<file path="config.mk">
export PLATFORM = sky130hd
export DESIGN_NAME = epoch_calendar_converter_unit
export DESIGN_NICKNAME = d
export VERILOG_FILES = /design/src/design/ecc_pkg.sv /design/src/design/ecc_ucode_rom.sv /design/src/design/ecc_sequencer.sv /design/src/design/ecc_datapath.sv /design/src/design/epoch_calendar_converter_unit.sv
export SDC_FILE = /design/constraint.sdc
export NUM_CORES = 2
export LEC_CHECK = 0
export ABC_AREA = 1
export BUFFER_PORTS_ARGS = -buffer_cell sky130_fd_sc_hd__buf_2
export CORE_AREA = 3 3 293 295
export CTS_CLUSTER_DIAMETER = 200
export DETAILED_ROUTE_END_ITERATION = 6
export DIE_AREA = 0 0 296 298
export PLACE_DENSITY = 0.72
export SLEW_MARGIN = 15
export SYNTH_ARGS = -nofsm -noshare
export SYNTH_HDL_FRONTEND = slang
export SYNTH_SLANG_ARGS = --single-unit
</file>
<file path="constraint.sdc">
create_clock -name aclk -period 8.1 [get_ports aclk]
set_clock_uncertainty 0.2 [all_clocks]
set_input_delay 1.62 -clock aclk [delete_from_list [all_inputs] [get_ports aclk]]
set_output_delay 1.62 -clock aclk [all_outputs]
set_load 0.01 [all_outputs]
</file>
<file path="src/design/ecc_pkg.sv">
package ecc_pkg;

    // Calendar constants
    localparam int FIRST_YEAR   = 70;
    localparam int LAST_YEAR    = 99;
    localparam int SECS_PER_DAY = 86400;
    localparam int SECS_PER_HR  = 3600;
    localparam int SECS_PER_MIN = 60;

    // Reciprocals for the divisions by 86400, 3600 and 60. The power-of-two factor of each
    // divisor is shifted out first, leaving divisions by 675, 225 and 15 of dividends of at
    // most 23, 13 and 10 bits. The reciprocals are rounded up from 2^32/675, 2^20/225 and
    // 2^14/15, which keeps the quotient exact over the values that each dividend takes here.
    localparam logic [22:0] DAY_RECIP  = 23'd6362915;
    localparam logic [12:0] HOUR_RECIP = 13'd4661;
    localparam logic [10:0] MIN_RECIP  = 11'd1093;

    localparam logic [32:0] MASK30 = 33'h0_3FFF_FFFF;

    typedef logic [4:0] pc_t;

    // Program addresses
    localparam pc_t PC_OP0    = 5'd0;
    localparam pc_t PC_YEAR0  = 5'd1;
    localparam pc_t PC_OP1    = 5'd8;
    localparam pc_t PC_YEAR1  = 5'd15;
    localparam pc_t PC_MONTH  = 5'd17;
    localparam pc_t PC_DONE   = 5'd19;

    typedef enum logic [4:0] {
        OP_CHK0,
        OP_YEAR0,
        OP_DAYS0,
        OP_MULD,
        OP_ACCH,
        OP_ACCM,
        OP_ACCS,
        OP_OVF,
        OP_DIVLD,
        OP_QDAY,
        OP_RDAY,
        OP_QHR,
        OP_RHR,
        OP_QMIN,
        OP_RMIN,
        OP_YEAR1,
        OP_YCHK,
        OP_MONTH,
        OP_DOM,
        OP_DONE
    } op_t;

    typedef enum logic [1:0] {
        C_NEXT,
        C_MORE,
        C_ERR,
        C_ALWAYS
    } cond_t;

    typedef struct packed {
        op_t   op;
        cond_t cond;
        pc_t   target;
    } ctrl_t;

    typedef struct packed {
        logic in_load;
        logic step_en;
    } seq_ctl_t;

    typedef struct packed {
        logic more;
        logic err_now;
    } dp_status_t;

    // Day of year on which month index m begins; indexes above 11 clamp to December.
    function automatic logic [8:0] month_start(input logic [7:0] y, input logic [3:0] m);
        logic [8:0] base;
        case (m)
            4'd0:    base = 9'd0;
            4'd1:    base = 9'd31;
            4'd2:    base = 9'd59;
            4'd3:    base = 9'd90;
            4'd4:    base = 9'd120;
            4'd5:    base = 9'd151;
            4'd6:    base = 9'd181;
            4'd7:    base = 9'd212;
            4'd8:    base = 9'd243;
            4'd9:    base = 9'd273;
            4'd10:   base = 9'd304;
            default: base = 9'd334;
        endcase
        if ((y[1:0] == 2'b00) && (m > 4'd1)) begin
            base = base + 9'd1;
        end
        return base;
    endfunction

    function automatic logic [8:0] year_length(input logic [7:0] y);
        return (y[1:0] == 2'b00) ? 9'd366 : 9'd365;
    endfunction

endpackage

</file>
<file path="src/design/ecc_ucode_rom.sv">
module ecc_ucode_rom
    import ecc_pkg::*;
(
    input  pc_t   pc,
    output ctrl_t ctrl
);

    always_comb begin
        unique case (pc)
            // Calendar fields to seconds
            5'd0:  ctrl = '{op: OP_CHK0,  cond: C_ERR,    target: PC_DONE};
            5'd1:  ctrl = '{op: OP_YEAR0, cond: C_MORE,   target: PC_YEAR0};
            5'd2:  ctrl = '{op: OP_DAYS0, cond: C_NEXT,   target: PC_DONE};
            5'd3:  ctrl = '{op: OP_MULD,  cond: C_NEXT,   target: PC_DONE};
            5'd4:  ctrl = '{op: OP_ACCH,  cond: C_NEXT,   target: PC_DONE};
            5'd5:  ctrl = '{op: OP_ACCM,  cond: C_NEXT,   target: PC_DONE};
            5'd6:  ctrl = '{op: OP_ACCS,  cond: C_NEXT,   target: PC_DONE};
            5'd7:  ctrl = '{op: OP_OVF,   cond: C_ALWAYS, target: PC_DONE};
            // Seconds to calendar fields
            5'd8:  ctrl = '{op: OP_DIVLD, cond: C_NEXT,   target: PC_DONE};
            5'd9:  ctrl = '{op: OP_QDAY,  cond: C_NEXT,   target: PC_DONE};
            5'd10: ctrl = '{op: OP_RDAY,  cond: C_NEXT,   target: PC_DONE};
            5'd11: ctrl = '{op: OP_QHR,   cond: C_NEXT,   target: PC_DONE};
            5'd12: ctrl = '{op: OP_RHR,   cond: C_NEXT,   target: PC_DONE};
            5'd13: ctrl = '{op: OP_QMIN,  cond: C_NEXT,   target: PC_DONE};
            5'd14: ctrl = '{op: OP_RMIN,  cond: C_NEXT,   target: PC_DONE};
            5'd15: ctrl = '{op: OP_YEAR1, cond: C_MORE,   target: PC_YEAR1};
            5'd16: ctrl = '{op: OP_YCHK,  cond: C_ERR,    target: PC_DONE};
            5'd17: ctrl = '{op: OP_MONTH, cond: C_MORE,   target: PC_MONTH};
            5'd18: ctrl = '{op: OP_DOM,   cond: C_NEXT,   target: PC_DONE};
            default: ctrl = '{op: OP_DONE, cond: C_NEXT,  target: PC_DONE};
        endcase
    end

endmodule

</file>
<file path="src/design/ecc_sequencer.sv">
module ecc_sequencer
    import ecc_pkg::*;
(
    input  logic       aclk,
    input  logic       aresetn,
    input  logic       s_tvalid,
    output logic       s_tready,
    input  logic       s_operation,
    output logic       m_tvalid,
    input  logic       m_tready,
    input  ctrl_t      ctrl,
    input  dp_status_t status,
    output pc_t        pc,
    output seq_ctl_t   seq_ctl
);

    pc_t  pc_reg, pc_next;
    logic busy_reg, busy_next;
    logic out_valid_reg, out_valid_next;
    logic accept;
    logic step_en;
    logic done_fire;

    assign accept    = s_tvalid && !busy_reg;
    // The final step holds while the previous result still waits downstream.
    assign step_en   = busy_reg &&
                       !((ctrl.op == OP_DONE) && out_valid_reg && !m_tready);
    assign done_fire = step_en && (ctrl.op == OP_DONE);

    always_comb begin
        pc_next        = pc_reg;
        busy_next      = busy_reg;
        out_valid_next = out_valid_reg;
        if (out_valid_reg && m_tready) begin
            out_valid_next = 1'b0;
        end
        if (accept) begin
            busy_next = 1'b1;
            pc_next   = s_operation ? PC_OP1 : PC_OP0;
        end else if (done_fire) begin
            busy_next      = 1'b0;
            out_valid_next = 1'b1;
        end else if (step_en) begin
            case (ctrl.cond)
                C_MORE:   pc_next = status.more ? ctrl.target : pc_reg + 5'd1;
                C_ERR:    pc_next = status.err_now ? ctrl.target : pc_reg + 5'd1;
                C_ALWAYS: pc_next = ctrl.target;
                default:  pc_next = pc_reg + 5'd1;
            endcase
        end
    end

    always_ff @(posedge aclk) begin
        if (!aresetn) begin
            pc_reg        <= PC_OP0;
            busy_reg      <= 1'b0;
            out_valid_reg <= 1'b0;
        end else begin
            pc_reg        <= pc_next;
            busy_reg      <= busy_next;
            out_valid_reg <= out_valid_next;
        end
    end

    assign s_tready        = !busy_reg;
    assign m_tvalid        = out_valid_reg;
    assign pc              = pc_reg;
    assign seq_ctl.in_load = accept;
    assign seq_ctl.step_en = step_en;

endmodule

</file>
<file path="src/design/ecc_datapath.sv">
module ecc_datapath
    import ecc_pkg::*;
(
    input  logic        aclk,
    input  logic [63:0] s_tdata,
    input  logic        s_operation,
    input  ctrl_t       ctrl,
    input  seq_ctl_t    seq_ctl,
    output dp_status_t  status,
    output logic [63:0] m_tdata,
    output logic        m_range_error
);

    // Captured input item
    logic        op_reg;
    logic [29:0] secs_in_reg;
    logic [6:0]  year_in_reg;
    logic [3:0]  month_in_reg;
    logic [4:0]  day_in_reg;
    logic [4:0]  hour_in_reg;
    logic [5:0]  minute_in_reg;
    logic [5:0]  second_in_reg;

    // Working registers
    logic [7:0]  y_reg, y_next;
    logic [15:0] days_reg, days_next;
    logic [3:0]  m_reg, m_next;
    logic [32:0] acc_reg, acc_next;
    logic [32:0] prod_reg, prod_next;
    logic [4:0]  hour_reg, hour_next;
    logic [5:0]  min_reg, min_next;
    logic [4:0]  dom_reg, dom_next;
    logic        err_reg, err_next;

    // Result register
    logic [63:0] out_data_reg;
    logic        out_err_reg;
    logic [63:0] out_data_next;

    logic        range_bad;
    logic [8:0]  ylen;
    logic [8:0]  som_next_month;

    // Quotient products and the multiples that are taken back off for the remainders
    logic [45:0] day_quot_prod;
    logic [24:0] hour_quot_prod;
    logic [19:0] min_quot_prod;
    logic [30:0] day_back;
    logic [16:0] hour_back;
    logic [11:0] min_back;

    assign ylen           = year_length(y_reg);
    assign som_next_month = month_start(y_reg, m_reg + 4'd1);

    assign day_quot_prod  = 46'(acc_reg[29:7]) * 46'(DAY_RECIP);
    assign hour_quot_prod = 25'(acc_reg[16:4]) * 25'(HOUR_RECIP);
    assign min_quot_prod  = 20'(acc_reg[11:2]) * 20'(MIN_RECIP);
    assign day_back       = 31'(days_reg[13:0]) * 31'(SECS_PER_DAY);
    assign hour_back      = 17'(hour_reg) * 17'(SECS_PER_HR);
    assign min_back       = 12'(min_reg) * 12'(SECS_PER_MIN);

    assign range_bad = (year_in_reg < 7'(FIRST_YEAR)) || (8'(year_in_reg) > 8'(LAST_YEAR)) ||
                       (month_in_reg == 4'd0) || (month_in_reg > 4'd12) ||
                       (day_in_reg == 5'd0) || (hour_in_reg > 5'd23) ||
                       (minute_in_reg > 6'd59) || (second_in_reg > 6'd59);

    always_comb begin
        status.more    = 1'b0;
        status.err_now = 1'b0;
        unique case (ctrl.op)
            OP_CHK0:  status.err_now = range_bad;
            OP_YEAR0: status.more    = y_reg < 8'(year_in_reg);
            OP_OVF:   status.err_now = acc_reg > MASK30;
            OP_YEAR1: status.more    = days_reg >= 16'(ylen);
            OP_YCHK:  status.err_now = y_reg > 8'(LAST_YEAR);
            OP_MONTH: status.more    = (m_reg < 4'd11) && (16'(som_next_month) <= days_reg);
            default: begin
                status.more    = 1'b0;
                status.err_now = 1'b0;
            end
        endcase
    end

    always_comb begin
        y_next        = y_reg;
        days_next     = days_reg;
        m_next        = m_reg;
        acc_next      = acc_reg;
        prod_next     = prod_reg;
        hour_next     = hour_reg;
        min_next      = min_reg;
        dom_next      = dom_reg;
        err_next      = err_reg;
        out_data_next = 64'd0;
        if (!err_reg) begin
            if (!op_reg) begin
                out_data_next[29:0] = acc_reg[29:0];
            end else begin
                out_data_next[36:30] = y_reg[6:0];
                out_data_next[40:37] = m_reg + 4'd1;
                out_data_next[45:41] = dom_reg;
                out_data_next[50:46] = hour_reg;
                out_data_next[56:51] = min_reg;
                out_data_next[62:57] = acc_reg[5:0];
            end
        end
        unique case (ctrl.op)
            OP_CHK0: begin
                y_next    = 8'(FIRST_YEAR);
                days_next = 16'd0;
                err_next  = range_bad;
            end
            OP_YEAR0: begin
                if (status.more) begin
                    days_next = days_reg + 16'(ylen);
                    y_next    = y_reg + 8'd1;
                end
            end
            OP_DAYS0: begin
                days_next = days_reg + 16'(month_start({1'b0, year_in_reg}, month_in_reg - 4'd1))
                            + 16'(day_in_reg) - 16'd1;
            end
            OP_MULD: prod_next = 33'(days_reg) * 33'(SECS_PER_DAY);
            OP_ACCH: begin
                acc_next  = prod_reg;
                prod_next = 33'(hour_in_reg) * 33'(SECS_PER_HR);
            end
            OP_ACCM: begin
                acc_next  = acc_reg + prod_reg;
                prod_next = 33'(minute_in_reg) * 33'(SECS_PER_MIN);
            end
            OP_ACCS: acc_next = acc_reg + prod_reg + 33'(second_in_reg);
            OP_OVF:  err_next = status.err_now;
            OP_DIVLD: begin
                acc_next = 33'(secs_in_reg);
                err_next = 1'b0;
                y_next   = 8'(FIRST_YEAR);
                m_next   = 4'd0;
            end
            OP_QDAY: days_next = {2'b00, day_quot_prod[45:32]};
            OP_RDAY: acc_next  = acc_reg - 33'(day_back);
            OP_QHR:  hour_next = hour_quot_prod[24:20];
            OP_RHR:  acc_next  = acc_reg - 33'(hour_back);
            OP_QMIN: min_next  = min_quot_prod[19:14];
            OP_RMIN: acc_next  = acc_reg - 33'(min_back);
            OP_YEAR1: begin
                if (status.more) begin
                    days_next = days_reg - 16'(ylen);
                    y_next    = y_reg + 8'd1;
                end
            end
            OP_YCHK:  err_next = status.err_now;
            OP_MONTH: begin
                if (status.more) begin
                    m_next = m_reg + 4'd1;
                end
            end
            OP_DOM: dom_next = 5'(days_reg - 16'(month_start(y_reg, m_reg)) + 16'd1);
            default: begin
            end
        endcase
    end

    always_ff @(posedge aclk) begin
        if (seq_ctl.in_load) begin
            op_reg        <= s_operation;
            secs_in_reg   <= s_tdata[29:0];
            year_in_reg   <= s_tdata[36:30];
            month_in_reg  <= s_tdata[40:37];
            day_in_reg    <= s_tdata[45:41];
            hour_in_reg   <= s_tdata[50:46];
            minute_in_reg <= s_tdata[56:51];
            second_in_reg <= s_tdata[62:57];
        end
        if (seq_ctl.step_en) begin
            y_reg    <= y_next;
            days_reg <= days_next;
            m_reg    <= m_next;
            acc_reg  <= acc_next;
            prod_reg <= prod_next;
            hour_reg <= hour_next;
            min_reg  <= min_next;
            dom_reg  <= dom_next;
            err_reg  <= err_next;
            if (ctrl.op == OP_DONE) begin
                out_data_reg <= out_data_next;
                out_err_reg  <= err_reg;
            end
        end
    end

    assign m_tdata       = out_data_reg;
    assign m_range_error = out_err_reg;

endmodule

</file>
<file path="src/design/epoch_calendar_converter_unit.sv">
// Epoch calendar converter.
// Input channel s_*: s_tuser carries the operation (0 = calendar fields to seconds,
// 1 = seconds to calendar fields); s_tdata carries the operands. Result channel m_*:
// m_tdata carries the converted fields and m_tuser the range error flag, with every
// other field zero when it is set. Each item gives exactly one result item.
// Work is done by a microprogram of twenty steps stepping a single shared datapath;
// the step counter visits one control word per cycle unless the last step is held,
// and the year and month loops repeat their own step. Each division by 86400, 3600
// or 60 is a reciprocal multiplication of one step, followed by one step that takes
// off the remainder. A field error or a count past the last year ends the work early.
// One item is worked on at a time: s_tready is high whenever no item is in work,
// so a new item is taken in the cycle after the previous one finishes, even while
// its result still waits in the output register. If the receiver stalls with a
// result still held, the last step of the next item waits until m_tready frees the
// output register. After reset both channels are empty and s_tready is high.
module epoch_calendar_converter_unit
    import ecc_pkg::*;
(
    input  logic        aclk,
    input  logic        aresetn,
    input  logic        s_tvalid,
    output logic        s_tready,
    // [29:0] seconds_in, [36:30] year_in, [40:37] month_in, [45:41] day_in,
    // [50:46] hour_in, [56:51] minute_in, [62:57] second_in, [63] zero
    input  logic [63:0] s_tdata,
    // [0] operation
    input  logic [0:0]  s_tuser,
    output logic        m_tvalid,
    input  logic        m_tready,
    // [29:0] seconds_out, [36:30] year_out, [40:37] month_out, [45:41] day_out,
    // [50:46] hour_out, [56:51] minute_out, [62:57] second_out, [63] zero
    output logic [63:0] m_tdata,
    // [0] range_error
    output logic [0:0]  m_tuser
);

    pc_t        pc;
    ctrl_t      ctrl;
    seq_ctl_t   seq_ctl;
    dp_status_t status;
    logic       range_error;

    ecc_ucode_rom u_rom (
        .pc   (pc),
        .ctrl (ctrl)
    );

    ecc_sequencer u_seq (
        .aclk        (aclk),
        .aresetn     (aresetn),
        .s_tvalid    (s_tvalid),
        .s_tready    (s_tready),
        .s_operation (s_tuser[0]),
        .m_tvalid    (m_tvalid),
        .m_tready    (m_tready),
        .ctrl        (ctrl),
        .status      (status),
        .pc          (pc),
        .seq_ctl     (seq_ctl)
    );

    ecc_datapath u_dp (
        .aclk          (aclk),
        .s_tdata       (s_tdata),
        .s_operation   (s_tuser[0]),
        .ctrl          (ctrl),
        .seq_ctl       (seq_ctl),
        .status        (status),
        .m_tdata       (m_tdata),
        .m_range_error (range_error)
    );

    assign m_tuser[0] = range_error;

endmodule

</file>
==> results.sh <==
export IMPL_hold_violations=0
export IMPL_synth_cell_type_count=71
export IMPL_final_cell_mix="822 x inv_1, 769 x nand2_1, 758 x ha_1, 416 x nor2_1, 310 x a21oi_1"
export IMPL_final_common_cell="inv_1"
export IMPL_worst_slew_pin_slew_ns=1.061
export IMPL_place_gp_congestion=0.9988
export IMPL_worst_setup_path_type="reg2reg"
export IMPL_syn_instance_count=4624
export IMPL_hp_class="reg2reg"
export IMPL_rsz0062_at_grt="false"
export IMPL_cts_setup_buffers=0
export IMPL_instances_no_fill=5901
export IMPL_grt_pass1_wl_microns=176700
export IMPL_grt_max_degree=66
export IMPL_drc=0
export IMPL_ys_warnings_count=0
export IMPL_die_area_sq_mm=0.08821
export IMPL_clk_path_buf_depth=3
export IMPL_area_delta_synth_final_pct=8.724
export IMPL_async_flop_share=0
export IMPL_final_max_slew_viol_count=0
export IMPL_syn_area_sq_mm=0.03750
export IMPL_worstSkewPairLatency_ns=0.61
export IMPL_n_fill_cell=7985
export IMPL_cts_buffers=29
export IMPL_ant_nets=0
export IMPL_synth_seq_cells=259
export IMPL_wl_microns=113200
export IMPL_drt_iter0_drc=2676
export IMPL_ys_seq_area_frac=0.2015
export IMPL_dpl_hpwl_microns=94680
export IMPL_status="completed"
export IMPL_vias=32440
export IMPL_path_max_fanout=9
export IMPL_cp_data_required_time_ns=8.23
export IMPL_start_util=0.4496
export IMPL_cts_tree="done"
export IMPL_io_buffers=133
export IMPL_fin_tns_setup_ns=0
export IMPL_synth_nets=5698
export IMPL_max_cap_violations=0
export IMPL_antenna_found_initial=2
export IMPL_clkSinkCount=259
export IMPL_die_height_microns=298
export IMPL_ioPinCount=136
export IMPL_cts_hold_buf=0
export IMPL_finalSetupViolCount=0
export IMPL_ys_flop_type="edfxtp_1"
export IMPL_hold_ws_ns=0.3346
export IMPL_startpoint_type="register"
export IMPL_rows=106
export IMPL_vias_per_cell=5.497
export IMPL_drt_wirelength_per_cell_microns=19.19
export IMPL_clkTransAtPathRegs_ns=0.06
export IMPL_fin_crit_ns=7.210
export IMPL_overflow=0
export IMPL_nets=5871
export IMPL_max_slew_margin_rel=0.2881
export IMPL_fin_crit_sh=0.8901
export IMPL_post_cts_resize_count=0
export IMPL_coreArea_sq_mm=0.08342
export IMPL_post_route_util=0.4888
export IMPL_cts_root_buf="clkbuf_16"
export IMPL_synth_edff_count=237
export IMPL_placed_cells=5846
export IMPL_end_kind="register"
export IMPL_htree_levels=1
export IMPL_dr_pass1_iters=5
export IMPL_avgSynthCellArea_sq_um=8.111
export IMPL_dieWidth_microns=296
export IMPL_max_freq_mhz=138.7
export IMPL_grt_pass1_vias=31950
export IMPL_cp_data_arrival_time_ns=7.34
export IMPL_largest_reg_flops=63
export IMPL_grt_total_usage=0.2560
export IMPL_drive_above_1_share=0.06266
==> metal layers <==
metal | wire, microns | GRT usage | up-vias
met2 | 49930 | 0.4110 | 1254
met5 | 13 | 0 | -
met4 | 4980 | 0.09329 | 2
met1 | 49590 | 0.3519 | 15120
li1 | - | - | 15810
met3 | 8728 | 0.03474 | 253
==> worst paths after layout <==
| kind | start | end | slack, ns | cells past startpoint |
|---|---|---|---|---|
| setup / recovery | u_dp.days_reg[3]$_SDFFCE_PN0P_ | u_dp.acc_reg[24]$_DFFE_PP_ | 0.89 | 26 |
| hold / removal | u_seq.m_tvalid$_SDFF_PN0_ | u_seq.m_tvalid$_SDFF_PN0_ | 0.33 | 2 |
| setup reg to reg | u_dp.days_reg[3]$_SDFFCE_PN0P_ | u_dp.acc_reg[24]$_DFFE_PP_ | 0.89 | 26 |
| hold reg to reg | u_seq.m_tvalid$_SDFF_PN0_ | u_seq.m_tvalid$_SDFF_PN0_ | 0.33 | 2 |
==> metrics by stage <==
| stage | worst slack [ns] | instance area (sq um) |
|---|---|---|
| 2_1_floorplan | 2.085 | 37500 |
| 3_3_place_gp | 1.007 | 39740 |
| 3_5_place_dp | 1.033 | 39740 |
| 4_1_cts | 1.003 | 40770 |
| 5_1_grt | 0.6171 | 40770 |
| 6_report | 0.8899 | 40780 |
==> cell type report <==
cell class | count | area, sq um | area share
inverter | 830 | 3115 | 0.07641
sequential | 259 | 7557 | 0.1853
multi-input combinational | 3497 | 26700 | 0.6548
timing repair buffer | 180 | 1018 | 0.02498
antenna | 1 | 2.502 | 0.00006137
clock buffer | 33 | 770.7 | 0.01890
clock inverter | 21 | 261.5 | 0.006413
tap | 1080 | 1351 | 0.03314
==> worst max-delay path: stages, from the launching register on <==
cell and delay, ns:
edfxtp_1 0.63, ha_1 0.39, inv_1 0.07, fa_1 0.51, inv_1 0.06, fa_1 0.40
ha_1 0.28, inv_1 0.05, fa_1 0.49, inv_1 0.04, ha_1 0.36, nand2_1 0.18
nor2_1 0.07, nand2_1 0.07, o211ai_1 0.08, a21oi_1 0.46, o21a_1 0.21, xor2_1 0.22
ha_1 0.34, a21oi_1 0.20, o21ai_0 0.15, a21oi_1 0.15, nand3_1 0.22, o21ai_0 0.31
nand2_1 0.08, a211oi_1 0.56, nand4_1 0.15
==> synthesized netlist by cell type, types with 9 or more instances <==
cell | instances | area [sq um]
inv_1 | 823 | 3089
nand2_1 | 769 | 2887
ha_1 | 758 | 9484
nor2_1 | 420 | 1577
a21oi_1 | 311 | 1556
nand3_1 | 248 | 1241
fa_1 | 247 | 4945
edfxtp_1 | 237 | 7117
o21ai_0 | 225 | 1126
nand4_1 | 80 | 500.5
xor2_1 | 73 | 639.4
nor3_1 | 53 | 265.3
xnor2_1 | 38 | 332.8
clkbuf_1 | 30 | 112.6
a21o_1 | 24 | 180.2
dfxtp_1 | 22 | 440.4
a31oi_1 | 21 | 131.4
o2111ai_1 | 20 | 175.2
or2_2 | 19 | 118.9
o21bai_1 | 16 | 120.1
nor4_1 | 14 | 87.58
o211ai_1 | 14 | 105.1
nand3b_1 | 13 | 97.59
o21ai_1 | 11 | 55.05
a21boi_0 | 10 | 75.07
a211oi_1 | 9 | 67.56
nor2_2 | 9 | 56.30
==> kinds of logic (layout without fill, tap and decap cells) <==
group,Yosys count,count (layout),synth area share
flip-flops,259,259,0.2015
other,1,2,0.00009999
AO/OA/AOI/OAI,721,721,0.1091
buffers and inverters,868,1064,0.08751
multiplexers,1,1,0.0003002
XOR/XNOR,117,117,0.02883
AND/OR/NAND/NOR,1652,1652,0.1879
adder cells (fa/ha/maj),1005,1005,0.3847
Power is not shown: default switching activity piles up to over one toggle a cycle in this logic, so the estimate is an artifact.
